===== config.mk =====
export PLATFORM = sky130hd
export DESIGN_NAME = keypad_press_window_detector
export DESIGN_NICKNAME = d
export VERILOG_FILES = /design/src/hdl/kpwd_pkg.sv /design/src/hdl/keypad_press_window_detector.sv /design/src/hdl/kpwd_key_store.sv
export VERILOG_INCLUDE_DIRS = /design/src /design/src/hdl
export SDC_FILE = /design/constraint.sdc
export NUM_CORES = 1
export LEC_CHECK = 0
export BUFFER_PORTS_ARGS = -buffer_cell sky130_fd_sc_hd__buf_2
export CORE_MARGIN = 3
export CORE_UTILIZATION = 42
export CTS_CLUSTER_SIZE = 28
export DETAILED_ROUTE_END_ITERATION = 6
export PLACE_DENSITY = 0.54
export REMOVE_ABC_BUFFERS = 1
export SYNTH_ARGS = -nofsm -noshare
export SYNTH_HDL_FRONTEND = slang
export SYNTH_SLANG_ARGS = --single-unit

===== constraint.sdc =====
create_clock -name clk -period 11.05 [get_ports clk]
set_input_delay 0.5525 -clock clk [delete_from_list [all_inputs] [get_ports clk]]
set_output_delay 0.5525 -clock clk [all_outputs]
set_load 0.02 [all_outputs]

===== src/hdl/keypad_press_window_detector_defines.svh =====
// ----------------------------------------------------------------------------
// keypad press window detector assertion macros
// shared assertion forms, clocked on clk and disabled while arst_n is low
// ----------------------------------------------------------------------------
`ifndef KEYPAD_PRESS_WINDOW_DETECTOR_DEFINES_SVH
`define KEYPAD_PRESS_WINDOW_DETECTOR_DEFINES_SVH

`ifndef NO_ASSERTIONS

// same-cycle implication
`define KPWD_ASSERT_IMP(label, ante, cons) \
	label: assert property (@(posedge clk) disable iff (!arst_n) (ante) |-> (cons)) \
		else $error("kpwd assertion failed");

// next-cycle implication
`define KPWD_ASSERT_NXT(label, ante, cons) \
	label: assert property (@(posedge clk) disable iff (!arst_n) (ante) |=> (cons)) \
		else $error("kpwd assertion failed");

`else

`define KPWD_ASSERT_IMP(label, ante, cons)
`define KPWD_ASSERT_NXT(label, ante, cons)

`endif

`endif


===== src/hdl/kpwd_pkg.sv =====
// ----------------------------------------------------------------------------
// kpwd_pkg
// constants, register codes and types of the keypad press window detector
// ----------------------------------------------------------------------------
package kpwd_pkg;

	localparam int KEY_ROWS  = 4;
	localparam int KEY_COLS  = 4;
	localparam int KEY_COUNT = KEY_ROWS * KEY_COLS;
	localparam int KEY_IDX_W = (KEY_COUNT > 1) ? $clog2(KEY_COUNT) : 1;

	localparam int ROW_W       = 2;
	localparam int COL_W       = 2;
	localparam int TIME_W      = 32;
	localparam int MS_W        = 16;
	localparam int KEY_INDEX_W = 4;
	localparam int CFG_IDX_W   = 2;
	localparam int CFG_DATA_W  = 16;

	localparam logic [MS_W-1:0] PRESS_MIN_RST  = 16'd50;
	localparam logic [MS_W-1:0] PRESS_MAX_RST  = 16'd1000;
	localparam logic            ACTIVE_LOW_RST = 1'b0;

	typedef enum logic [CFG_IDX_W-1:0] {
		REG_PRESS_MIN  = 2'd0,
		REG_PRESS_MAX  = 2'd1,
		REG_ACTIVE_LOW = 2'd2
	} cfg_reg_t;

	// one write into the key store
	typedef struct packed {
		logic                 en;
		logic [KEY_IDX_W-1:0] key;
		logic                 armed;
		logic [TIME_W-1:0]    start;
	} key_wr_t;

endpackage


===== src/hdl/keypad_press_window_detector.sv =====
// ----------------------------------------------------------------------------
// keypad_press_window_detector
// arms a key on an active sample and reports a press when the key is seen
// active again inside the min/max window
// ----------------------------------------------------------------------------
//
//  channel  handshake          payload
//  -------  -----------------  -------------------------------------------
//  in       in_valid/in_stall  row, col, level, now_ms
//  out      out_valid/out_stall key_pressed, key_index
//  cfg      cfg_valid/cfg_ready cfg_index, cfg_data
//
// one request per cycle sustained while out_stall is low; result valid rises
// once the request has passed the input register and then the result register
// the key store update is done in the same cycle as the result register
// load, so a request for the same key right behind sees the new state
// in_stall rises only when both the input stage and the result register
// are full and out_stall is high; cfg_ready is always high
// reset clears all armed flags and loads the register reset values
// ----------------------------------------------------------------------------
`include "keypad_press_window_detector_defines.svh"

module keypad_press_window_detector (
	input  logic                            clk,
	input  logic                            arst_n,

	input  logic                            in_valid,
	output logic                            in_stall,
	input  logic [kpwd_pkg::ROW_W-1:0]      row,
	input  logic [kpwd_pkg::COL_W-1:0]      col,
	input  logic                            level,
	input  logic [kpwd_pkg::TIME_W-1:0]     now_ms,

	output logic                            out_valid,
	input  logic                            out_stall,
	output logic                            key_pressed,
	output logic [kpwd_pkg::KEY_INDEX_W-1:0] key_index,

	input  logic                            cfg_valid,
	output logic                            cfg_ready,
	input  logic [kpwd_pkg::CFG_IDX_W-1:0]  cfg_index,
	input  logic [kpwd_pkg::CFG_DATA_W-1:0] cfg_data
);

	logic [kpwd_pkg::MS_W-1:0] press_min_q;
	logic [kpwd_pkg::MS_W-1:0] press_max_q;
	logic                      active_low_q;

	logic                        valid_s1;
	logic [kpwd_pkg::ROW_W-1:0]  row_s1;
	logic [kpwd_pkg::COL_W-1:0]  col_s1;
	logic                        level_s1;
	logic [kpwd_pkg::TIME_W-1:0] now_s1;

	logic                             out_valid_q;
	logic                             key_pressed_q;
	logic [kpwd_pkg::KEY_INDEX_W-1:0] key_index_q;

	logic                          in_acc;
	logic                          adv_s1;
	logic                          in_range;
	logic                          active;
	logic [31:0]                   idx_full;
	logic [kpwd_pkg::KEY_IDX_W-1:0] key;
	logic                          rd_armed;
	logic [kpwd_pkg::TIME_W-1:0]   rd_start;
	logic [kpwd_pkg::TIME_W-1:0]   elapsed;
	logic                          over_max;
	logic                          over_min;
	logic                          hit;
	logic                          pressed;
	kpwd_pkg::key_wr_t             wr;

	// configuration registers
	assign cfg_ready = 1'b1;

	always_ff @(posedge clk or negedge arst_n) begin
		if (!arst_n) begin
			press_min_q  <= kpwd_pkg::PRESS_MIN_RST;
			press_max_q  <= kpwd_pkg::PRESS_MAX_RST;
			active_low_q <= kpwd_pkg::ACTIVE_LOW_RST;
		end else if (cfg_valid && cfg_ready) begin
			unique case (cfg_index)
				kpwd_pkg::REG_PRESS_MIN:  press_min_q  <= cfg_data;
				kpwd_pkg::REG_PRESS_MAX:  press_max_q  <= cfg_data;
				kpwd_pkg::REG_ACTIVE_LOW: active_low_q <= cfg_data[0];
				default: ;
			endcase
		end
	end

	// handshake
	assign adv_s1   = valid_s1 && (!out_valid_q || !out_stall);
	assign in_stall = valid_s1 && out_valid_q && out_stall;
	assign in_acc   = in_valid && !in_stall;

	always_ff @(posedge clk or negedge arst_n) begin
		if (!arst_n) begin
			valid_s1    <= 1'b0;
			out_valid_q <= 1'b0;
		end else begin
			valid_s1 <= in_acc || (valid_s1 && !adv_s1);
			if (adv_s1) begin
				out_valid_q <= 1'b1;
			end else if (out_valid_q && !out_stall) begin
				out_valid_q <= 1'b0;
			end
		end
	end

	always_ff @(posedge clk) begin
		if (in_acc) begin
			row_s1   <= row;
			col_s1   <= col;
			level_s1 <= level;
			now_s1   <= now_ms;
		end
		if (adv_s1) begin
			key_pressed_q <= pressed;
			key_index_q   <= pressed ? idx_full[kpwd_pkg::KEY_INDEX_W-1:0] : '0;
		end
	end

	// key evaluation
	assign in_range = (int'(row_s1) < kpwd_pkg::KEY_ROWS) &&
		(int'(col_s1) < kpwd_pkg::KEY_COLS);
	assign active   = level_s1 ^ active_low_q;
	assign idx_full = 32'(int'(row_s1) * kpwd_pkg::KEY_COLS + int'(col_s1));
	assign key      = idx_full[kpwd_pkg::KEY_IDX_W-1:0];

	kpwd_key_store u_store (
		.clk      (clk),
		.arst_n   (arst_n),
		.rd_key   (key),
		.rd_armed (rd_armed),
		.rd_start (rd_start),
		.wr       (wr)
	);

	assign elapsed  = now_s1 - rd_start;
	assign over_max = elapsed > {{(kpwd_pkg::TIME_W-kpwd_pkg::MS_W){1'b0}}, press_max_q};
	assign over_min = elapsed > {{(kpwd_pkg::TIME_W-kpwd_pkg::MS_W){1'b0}}, press_min_q};
	assign hit      = in_range && active;
	// max test wins over min
	assign pressed  = hit && rd_armed && !over_max && over_min;

	always_comb begin
		wr.en    = adv_s1 && hit && (!rd_armed || over_max || over_min);
		wr.key   = key;
		wr.armed = !rd_armed;
		wr.start = rd_armed ? '0 : now_s1;
	end

	assign out_valid   = out_valid_q;
	assign key_pressed = key_pressed_q;
	assign key_index   = key_index_q;

	`KPWD_ASSERT_IMP(a_stall_only_when_full, in_stall, valid_s1 && out_valid_q && out_stall)
	`KPWD_ASSERT_NXT(a_adv_fills_result, adv_s1, out_valid_q)
	`KPWD_ASSERT_IMP(a_press_disarms, adv_s1 && pressed, wr.en && !wr.armed)

endmodule


===== src/hdl/kpwd_key_store.sv =====
// ----------------------------------------------------------------------------
// kpwd_key_store
// per-key armed flag and press start time, one read and one write per cycle
// ----------------------------------------------------------------------------
module kpwd_key_store (
	input  logic                          clk,
	input  logic                          arst_n,
	input  logic [kpwd_pkg::KEY_IDX_W-1:0] rd_key,
	output logic                          rd_armed,
	output logic [kpwd_pkg::TIME_W-1:0]   rd_start,
	input  kpwd_pkg::key_wr_t             wr
);

	logic [kpwd_pkg::KEY_COUNT-1:0] armed_q;
	logic [kpwd_pkg::TIME_W-1:0]    start_q [kpwd_pkg::KEY_COUNT];

	always_ff @(posedge clk or negedge arst_n) begin
		if (!arst_n) begin
			armed_q <= '0;
		end else if (wr.en) begin
			armed_q[wr.key] <= wr.armed;
		end
	end

	// start time only matters while the key is armed
	always_ff @(posedge clk) begin
		if (wr.en) begin
			start_q[wr.key] <= wr.start;
		end
	end

	assign rd_armed = armed_q[rd_key];
	assign rd_start = start_q[rd_key];

endmodule


======== Word-level counts from Yosys, hierarchy flattened ========
Memory sizes are Yosys's and may differ from the RTL's.
Cells that the tools add are included.
storage, ports and cells
  register bits after elaboration ......... 93
  output and inout port bits .............. 8
  input port bits ......................... 60
  logic and storage cells ................. 59
  memories kept ........................... 1
  bits in writable memories ............... 512
operators by class
  order comparisons ....................... 4
  reduce and logical (&&, ||, !) cells .... 27
  mux-type cells .......................... 10
  bitwise logic cells ..................... 1
  equality and inequality tests ........... 2
  add/sub/neg operators ................... 2
memories
  name             depth  width  rd ports  clocked after memory_dff  write ports  line                  RTL
  u_store.start_q  16     32     1         0                         1            kpwd_key_store.sv:15  logic [kpwd_pkg::TIME_W-1:0] start_q [kpwd_pkg::KEY_COUNT];
operator list
  operator                                                                number
  32-bit by 16-bit greater-than comparator with 1-bit output              2
  32-bit two-way mux                                                      1
  32-bit subtractor                                                       1
  16-bit bitwise mux                                                      1
  1-bit logical AND                                                       12
  1-bit logical NOT                                                       6
  1-bit two-way mux                                                       6
  2-bit AND reduction                                                     3
  4-bit by 5-bit < comparator with 1-bit output (second input constant)   1
  4-bit by 2-bit adder with 4-bit output                                  1
  1-bit binary-select mux with 4-bit select                               1
  1-bit demux with 4-bit select                                           1
  4-bit by 1-bit >= comparator with 1-bit output (second input constant)  1
  1-bit logical OR                                                        4
  2-bit by 1-bit == test with 1-bit output (second input constant)        1
  2-bit == test (second input constant)                                   1
  2-bit logical NOT                                                       1
  2-bit nonzero test                                                      1
  1-bit XOR                                                               1

======== Logic depth before layout (Yosys ltp) ========
  word-level depth ........................ 9
  depth in mapped cells ................... 27
  mapped depth without buffers ............ 22

======== By module ========
A second synthesis with hierarchy kept.
unflattened totals
  cells, all modules ...................... 1,436
  area, all modules ....................... 25,762.2 um2
modules (own cells, without submodules)
  module                        instances  seq. area each (um2)  area an instance (um2)  cells an instance
  kpwd_key_store                1          15,775.1              20,073.0                848
  keypad_press_window_detector  1          2,148.3               5,689.2                 588

======== Least setup slack after synthesis ========
No wires, ideal clock.
  kind .................................... register to register
  start point ............................. register col_s1[0] in the netlist's numbering
  end point ............................... register u_store.armed_q[13] in the netlist's numbering
  period minus slack after synthesis ...... 8,230 ps
  path slack .............................. 2,820 ps
  arrival ................................. 8,105 ps
  stages on the path, launching flop included .. 27
  buffers on the path ..................... 4
  path through ............................ edfxtp_1 > buf_2 > clkbuf_1 > buf_1 > mux4_2 > mux4_2 > inv_1 > ha_1 > a21oi_2 > inv_2 > o311a_4 > nor2_1 > nor2_1 > nor2_1 > xnor2_1 > ha_1 > nand3_1 > a2111oi_0 > o32ai_1 > a22oi_1 > nor3_1 > nand4b_1 > nor4_2 > and4_1 > buf_6 > nor3_1 > mux2_2
on the way
  cells in the longest elaborated chain, start to end .. 7
  elaborated cells between the ends (all ways) .. 17
  those cells by class .................... add/sub: 2; order compare: 4; mux: 5; reduce/logical: 5; memory: 1
RTL lines
  what                                                                                                    line                                                                                                           RTL
  from (decl)                                                                                             keypad_press_window_detector.sv:51                                                                             logic [kpwd_pkg::COL_W-1:0] col_s1;
  from (signal assigned)                                                                                  keypad_press_window_detector.sv:114                                                                            col_s1 <= col;
  4-bit by 2-bit adder with 4-bit output *                                                                keypad_press_window_detector.sv:128                                                                            assign idx_full = 32'(int'(row_s1) * kpwd_pkg::KEY_COLS + int'(col_s1));
  memory 16 x 32 bit / 1-bit binary-select mux with 4-bit select (equally long branches)                  -
  32-bit subtractor / 1-bit two-way mux (equally long branches)                                           keypad_press_window_detector.sv:140, kpwd_key_store.sv:32
  32-bit by 16-bit greater-than comparator with 1-bit output / 1-bit logical NOT (equally long branches)  keypad_press_window_detector.sv:141, keypad_press_window_detector.sv:148, keypad_press_window_detector.sv:150
  1-bit logical OR (2 in a row)                                                                           keypad_press_window_detector.sv:148                                                                            wr.en = adv_s1 && hit && (!rd_armed || over_max || over_min);
  1-bit logical AND                                                                                       keypad_press_window_detector.sv:148
  to (signal, indexed assignment)                                                                         kpwd_key_store.sv:21                                                                                           armed_q[wr.key] <= wr.armed;
  to (decl)                                                                                               kpwd_key_store.sv:14                                                                                           logic [kpwd_pkg::KEY_COUNT-1:0] armed_q;
Mark *: on every way between the ends. The rest lies on a longest branch, timed or not. The select of a mux whose other input is x is not followed.
A chain may end at the register's enable or synchronous reset.

======== Worst setup path after layout ========
  start point ............................. register col_s1[0] in the netlist's numbering
  end point ............................... register u_store.armed_q[7] in the netlist's numbering
Same word-level chain as after synthesis.

==> impl_metrics.toml <==
[worst_setup_path]
max_stage_delay_ns = 0.91
criticalPathCategory = "register to register"
crit_fanout = 81
end_kind = "register"
reg2reg_depth = 25
critPathSlowestCell = "nor3_4"
critical_path_buf_inv_count = 3
path_delay_family = "simple AND/OR/NAND/NOR gates"
cp.arrival_ns = 8.11
worstPathRequired_ns = 11.57
reg2reg_to = "u_store.armed_q[7]"
r2r_setup_slack_ns = 3.46
r2r_start = "col_s1[0]"
cp-start-kind = "register"
cpMostUsedCell = "nor2_1"

[global_routing]
use_met3_pct = 3.49
use_met2_pct = 31.8
grt_pass1_vias = 14051
grt_pass1_wl_um = 96100
grt_usage_pct = 20.7
grt_max_degree = 138
grt-ovfl-total = 0
antenna_found_initial = 1
met1_usage_pct = 30.9
busiest_layer = "met2"

[yosys]
avgSynthCellArea_um2 = 18.3
ys_seq_area_share_pct = 69.1
synth_seq_cells = 605
synth_top_area_share_pct = 64.1
synth.most_common_cell = "edfxtp_1"
yosys.cell_types.count = 71
yosys_warnings = 0
synth_edf_count = 554
synthTopCellsByArea = "edfxtp_1 64%, mux4_2 14%, dfrtp_1 4.0%"
synth_flop_cell = "edfxtp_1"
synth_common_cells = "554 x edfxtp_1, 164 x mux4_2, 71 x inv_1"
yosysTopAreaCell = "edfxtp_1"
netlist_instances = 1419
syn_area_mm2 = 0.0260
postSynth.asyncResetShare_pct = 8.43

[place]
dp_slack_ns = 3.33
gp_congestion = 0.854
numPortBuffers = 66
hpwl_um = 39200
place_area_mm2 = 0.0274

[final_layout]
syn_to_final_growth_pct = 14.0
filler_cell_count = 5042
postLayoutCellArea_mm2 = 0.0296
drive_above_1_share_pct = 27.9
final_nets = 1643

[floorplan]
initial_core_util_pct = 42.8
die_width_um = 255
die_area_mm2 = 0.0648
coreArea_mm2 = 0.0607
boundaryPins = 68
die_h_um = 255
rows = 90

[clock_network]
post-cts-setup-buffers = 0
cts_hold_buf = 0
clock-sinks = 605
cts_buffers = 61
clock_latency_ns = 0.65
cts_tree = "built"
cts_root_buf = "clkbuf_16"
cts_resized = 0
h-tree-depth = 2
cts.clk_slew.worst_paths_ns = 0.06
clk_path_buf_depth = 3

[power_and_ir_drop]
p_sw_share_pct = 25.6
power_frac_clock_pct = 37.4
power_frac_seq_pct = 47.4
p_comb_share_pct = 15.2
internal_power_mw = 4.34
net-switching-power_mw = 1.49
power_density_mw_per_mm2 = 197
max-vdd-ir-drop_mv = 0.163
leakagePower_nw = 10.0
p_total_mw = 5.84

[drt]
final_antenna_net_count = 0
drt_iter0_drc = 1443
wirelength_um = 65700
dr_total_vias = 13702
wl_per_cell_um = 27.9
routed_via_density = 5.83
drcViolationCount = 0
firstDrtPassIters = 5

[sta]
finalSetupViolCount = 0
hold_violations = 0
slew-limit-headroom_pct = 26.5
setup-tns-final_ns = 0
rsz0062_at_grt = "no"
drv_slew = 0
fmax_ghz = 0.132
fin_crit_ns = 7.59
fin_ws_ns = 3.46
fin_skew_ns = 0.0302
max_slew.worst_pin.slew_ns = 1.10
period_share_pct = 68.7

[job]
maxCapViolations = 0

[outcome]
status = "completed"

[min_path]
hold_class = "input port to asynchronous set/reset pin"
[cells by family (layout without fill, tap and decap cells)]
group | count (synthesis) | count (layout) | share of synthesized area, %
AO/OA/AOI/OAI | 162 | 162 | 4.07
other | 1 | 2 | 0.0144
AND/OR/NAND/NOR | 220 | 220 | 4.72
adder cells (fa/ha/maj) | 66 | 66 | 3.21
XOR/XNOR | 23 | 23 | 0.776
flip-flops | 605 | 605 | 69.1
buffers and inverters | 141 | 291 | 2.16
multiplexers | 201 | 201 | 16.0
[through the flow]
| step | util [%] | cells | hold slack [ns] |
|---|---|---|---|
| final | 48.7 | 2352 | 0.0547 |
| after global routing | 48.7 | 2351 | 0.0419 |
| after CTS | 48.7 | 2351 | 0.0307 |
| after detailed placement | 45.2 | 2236 | 0.468 |
| after global placement | 45.2 | 2236 | 0.462 |
| after floorplan | - | 1350 | 0.257 |
[layout make-up]
| class | count | area, µm² | area share (%) |
|---|---|---|---|
| diodes | 1 | 2.50 | 0.00846 |
| flip-flops and latches | 605 | 17900 | 60.6 |
| clock buffers | 79 | 1730 | 5.85 |
| inverters | 72 | 270 | 0.914 |
| well taps | 782 | 978 | 3.31 |
| multi-input cells | 673 | 7600 | 25.7 |
| clock inverters | 36 | 435 | 1.47 |
| repair buffers | 104 | 641 | 2.17 |
[worst reg2reg max path: cells and delay by family (launching register included)]
family | cells | cell delay (ns)
simple gates | 10 | 1.91
mux | 3 | 1.49
buf+inv | 3 | 1.32
compound gates | 5 | 1.30
fa+ha+maj | 3 | 0.92
flops | 1 | 0.40
xor+xnor | 1 | 0.16
[worst max path at each step]
stage | startpoint | endpoint | slack (ns) | depth (start not counted)
global route | col_s1[0] | u_store.armed_q[7] | 2.88 | 25
CTS | col_s1[0] | u_store.armed_q[7] | 3.35 | 25
finish | col_s1[0] | u_store.armed_q[7] | 3.46 | 25
global placement | col_s1[0] | u_store.armed_q[7] | 3.39 | 25
floorplan | col_s1[0] | u_store.armed_q[13] | -1.39 | 22
detailed placement | col_s1[0] | u_store.armed_q[7] | 3.33 | 25
[flip-flops by register name, summed over array words and instances, names as in the netlist]
signal / count
key_pressed: 1
out_valid: 1
u_store.armed_q: 16
press_min_q: 16
active_low_q: 1
valid_s1: 1
level_s1: 1
col_s1: 2
press_max_q: 16
now_s1: 32
key_index: 4
u_store.start_q: 512
row_s1: 2
[cells in the final DEF (no fill, tap or decap), drive strengths merged, types with 4 or more instances in the layout]
cell type / n
a211oi: 7
mux4: 164
ha: 65
inv: 73
nand2b: 11
a21oi: 43
o211ai: 5
nor2: 32
edfxtp: 554
nor4: 8
mux2: 36
and2: 37
nand2: 53
dfstp: 9
a211o: 4
nand3: 14
xnor2: 16
nor3: 25
a21o: 6
clkbuf: 79
bufinv: 8
o21a: 13
o21ai: 45
nand4: 19
clkinv: 24
a2111oi: 6
xor2: 7
o21bai: 8
buf: 104
or3: 5
dfrtp: 42
[routing by layer]
metal | vias to the layer above | wire (µm)
met2 | 374 | 30300
li1 | 5910 | -
met5 | - | 0
met3 | 95 | 3670
met1 | 7323 | 30200
met4 | 0 | 1570
[power by group through the flow]
| stage | logic, mW | registers, mW | clock network [mW] |
|---|---|---|---|
| finish | 0.885 | 2.77 | 2.18 |
| global route | 0.974 | 2.77 | 2.33 |
| CTS | 0.888 | 2.77 | 2.23 |
| detailed placement | 0.885 | 2.81 | 0 |
| global placement | 0.868 | 2.81 | 0 |
| floorplan | 0.590 | 2.82 | 0 |
Note: power is estimated with default switching activity, not from simulation.
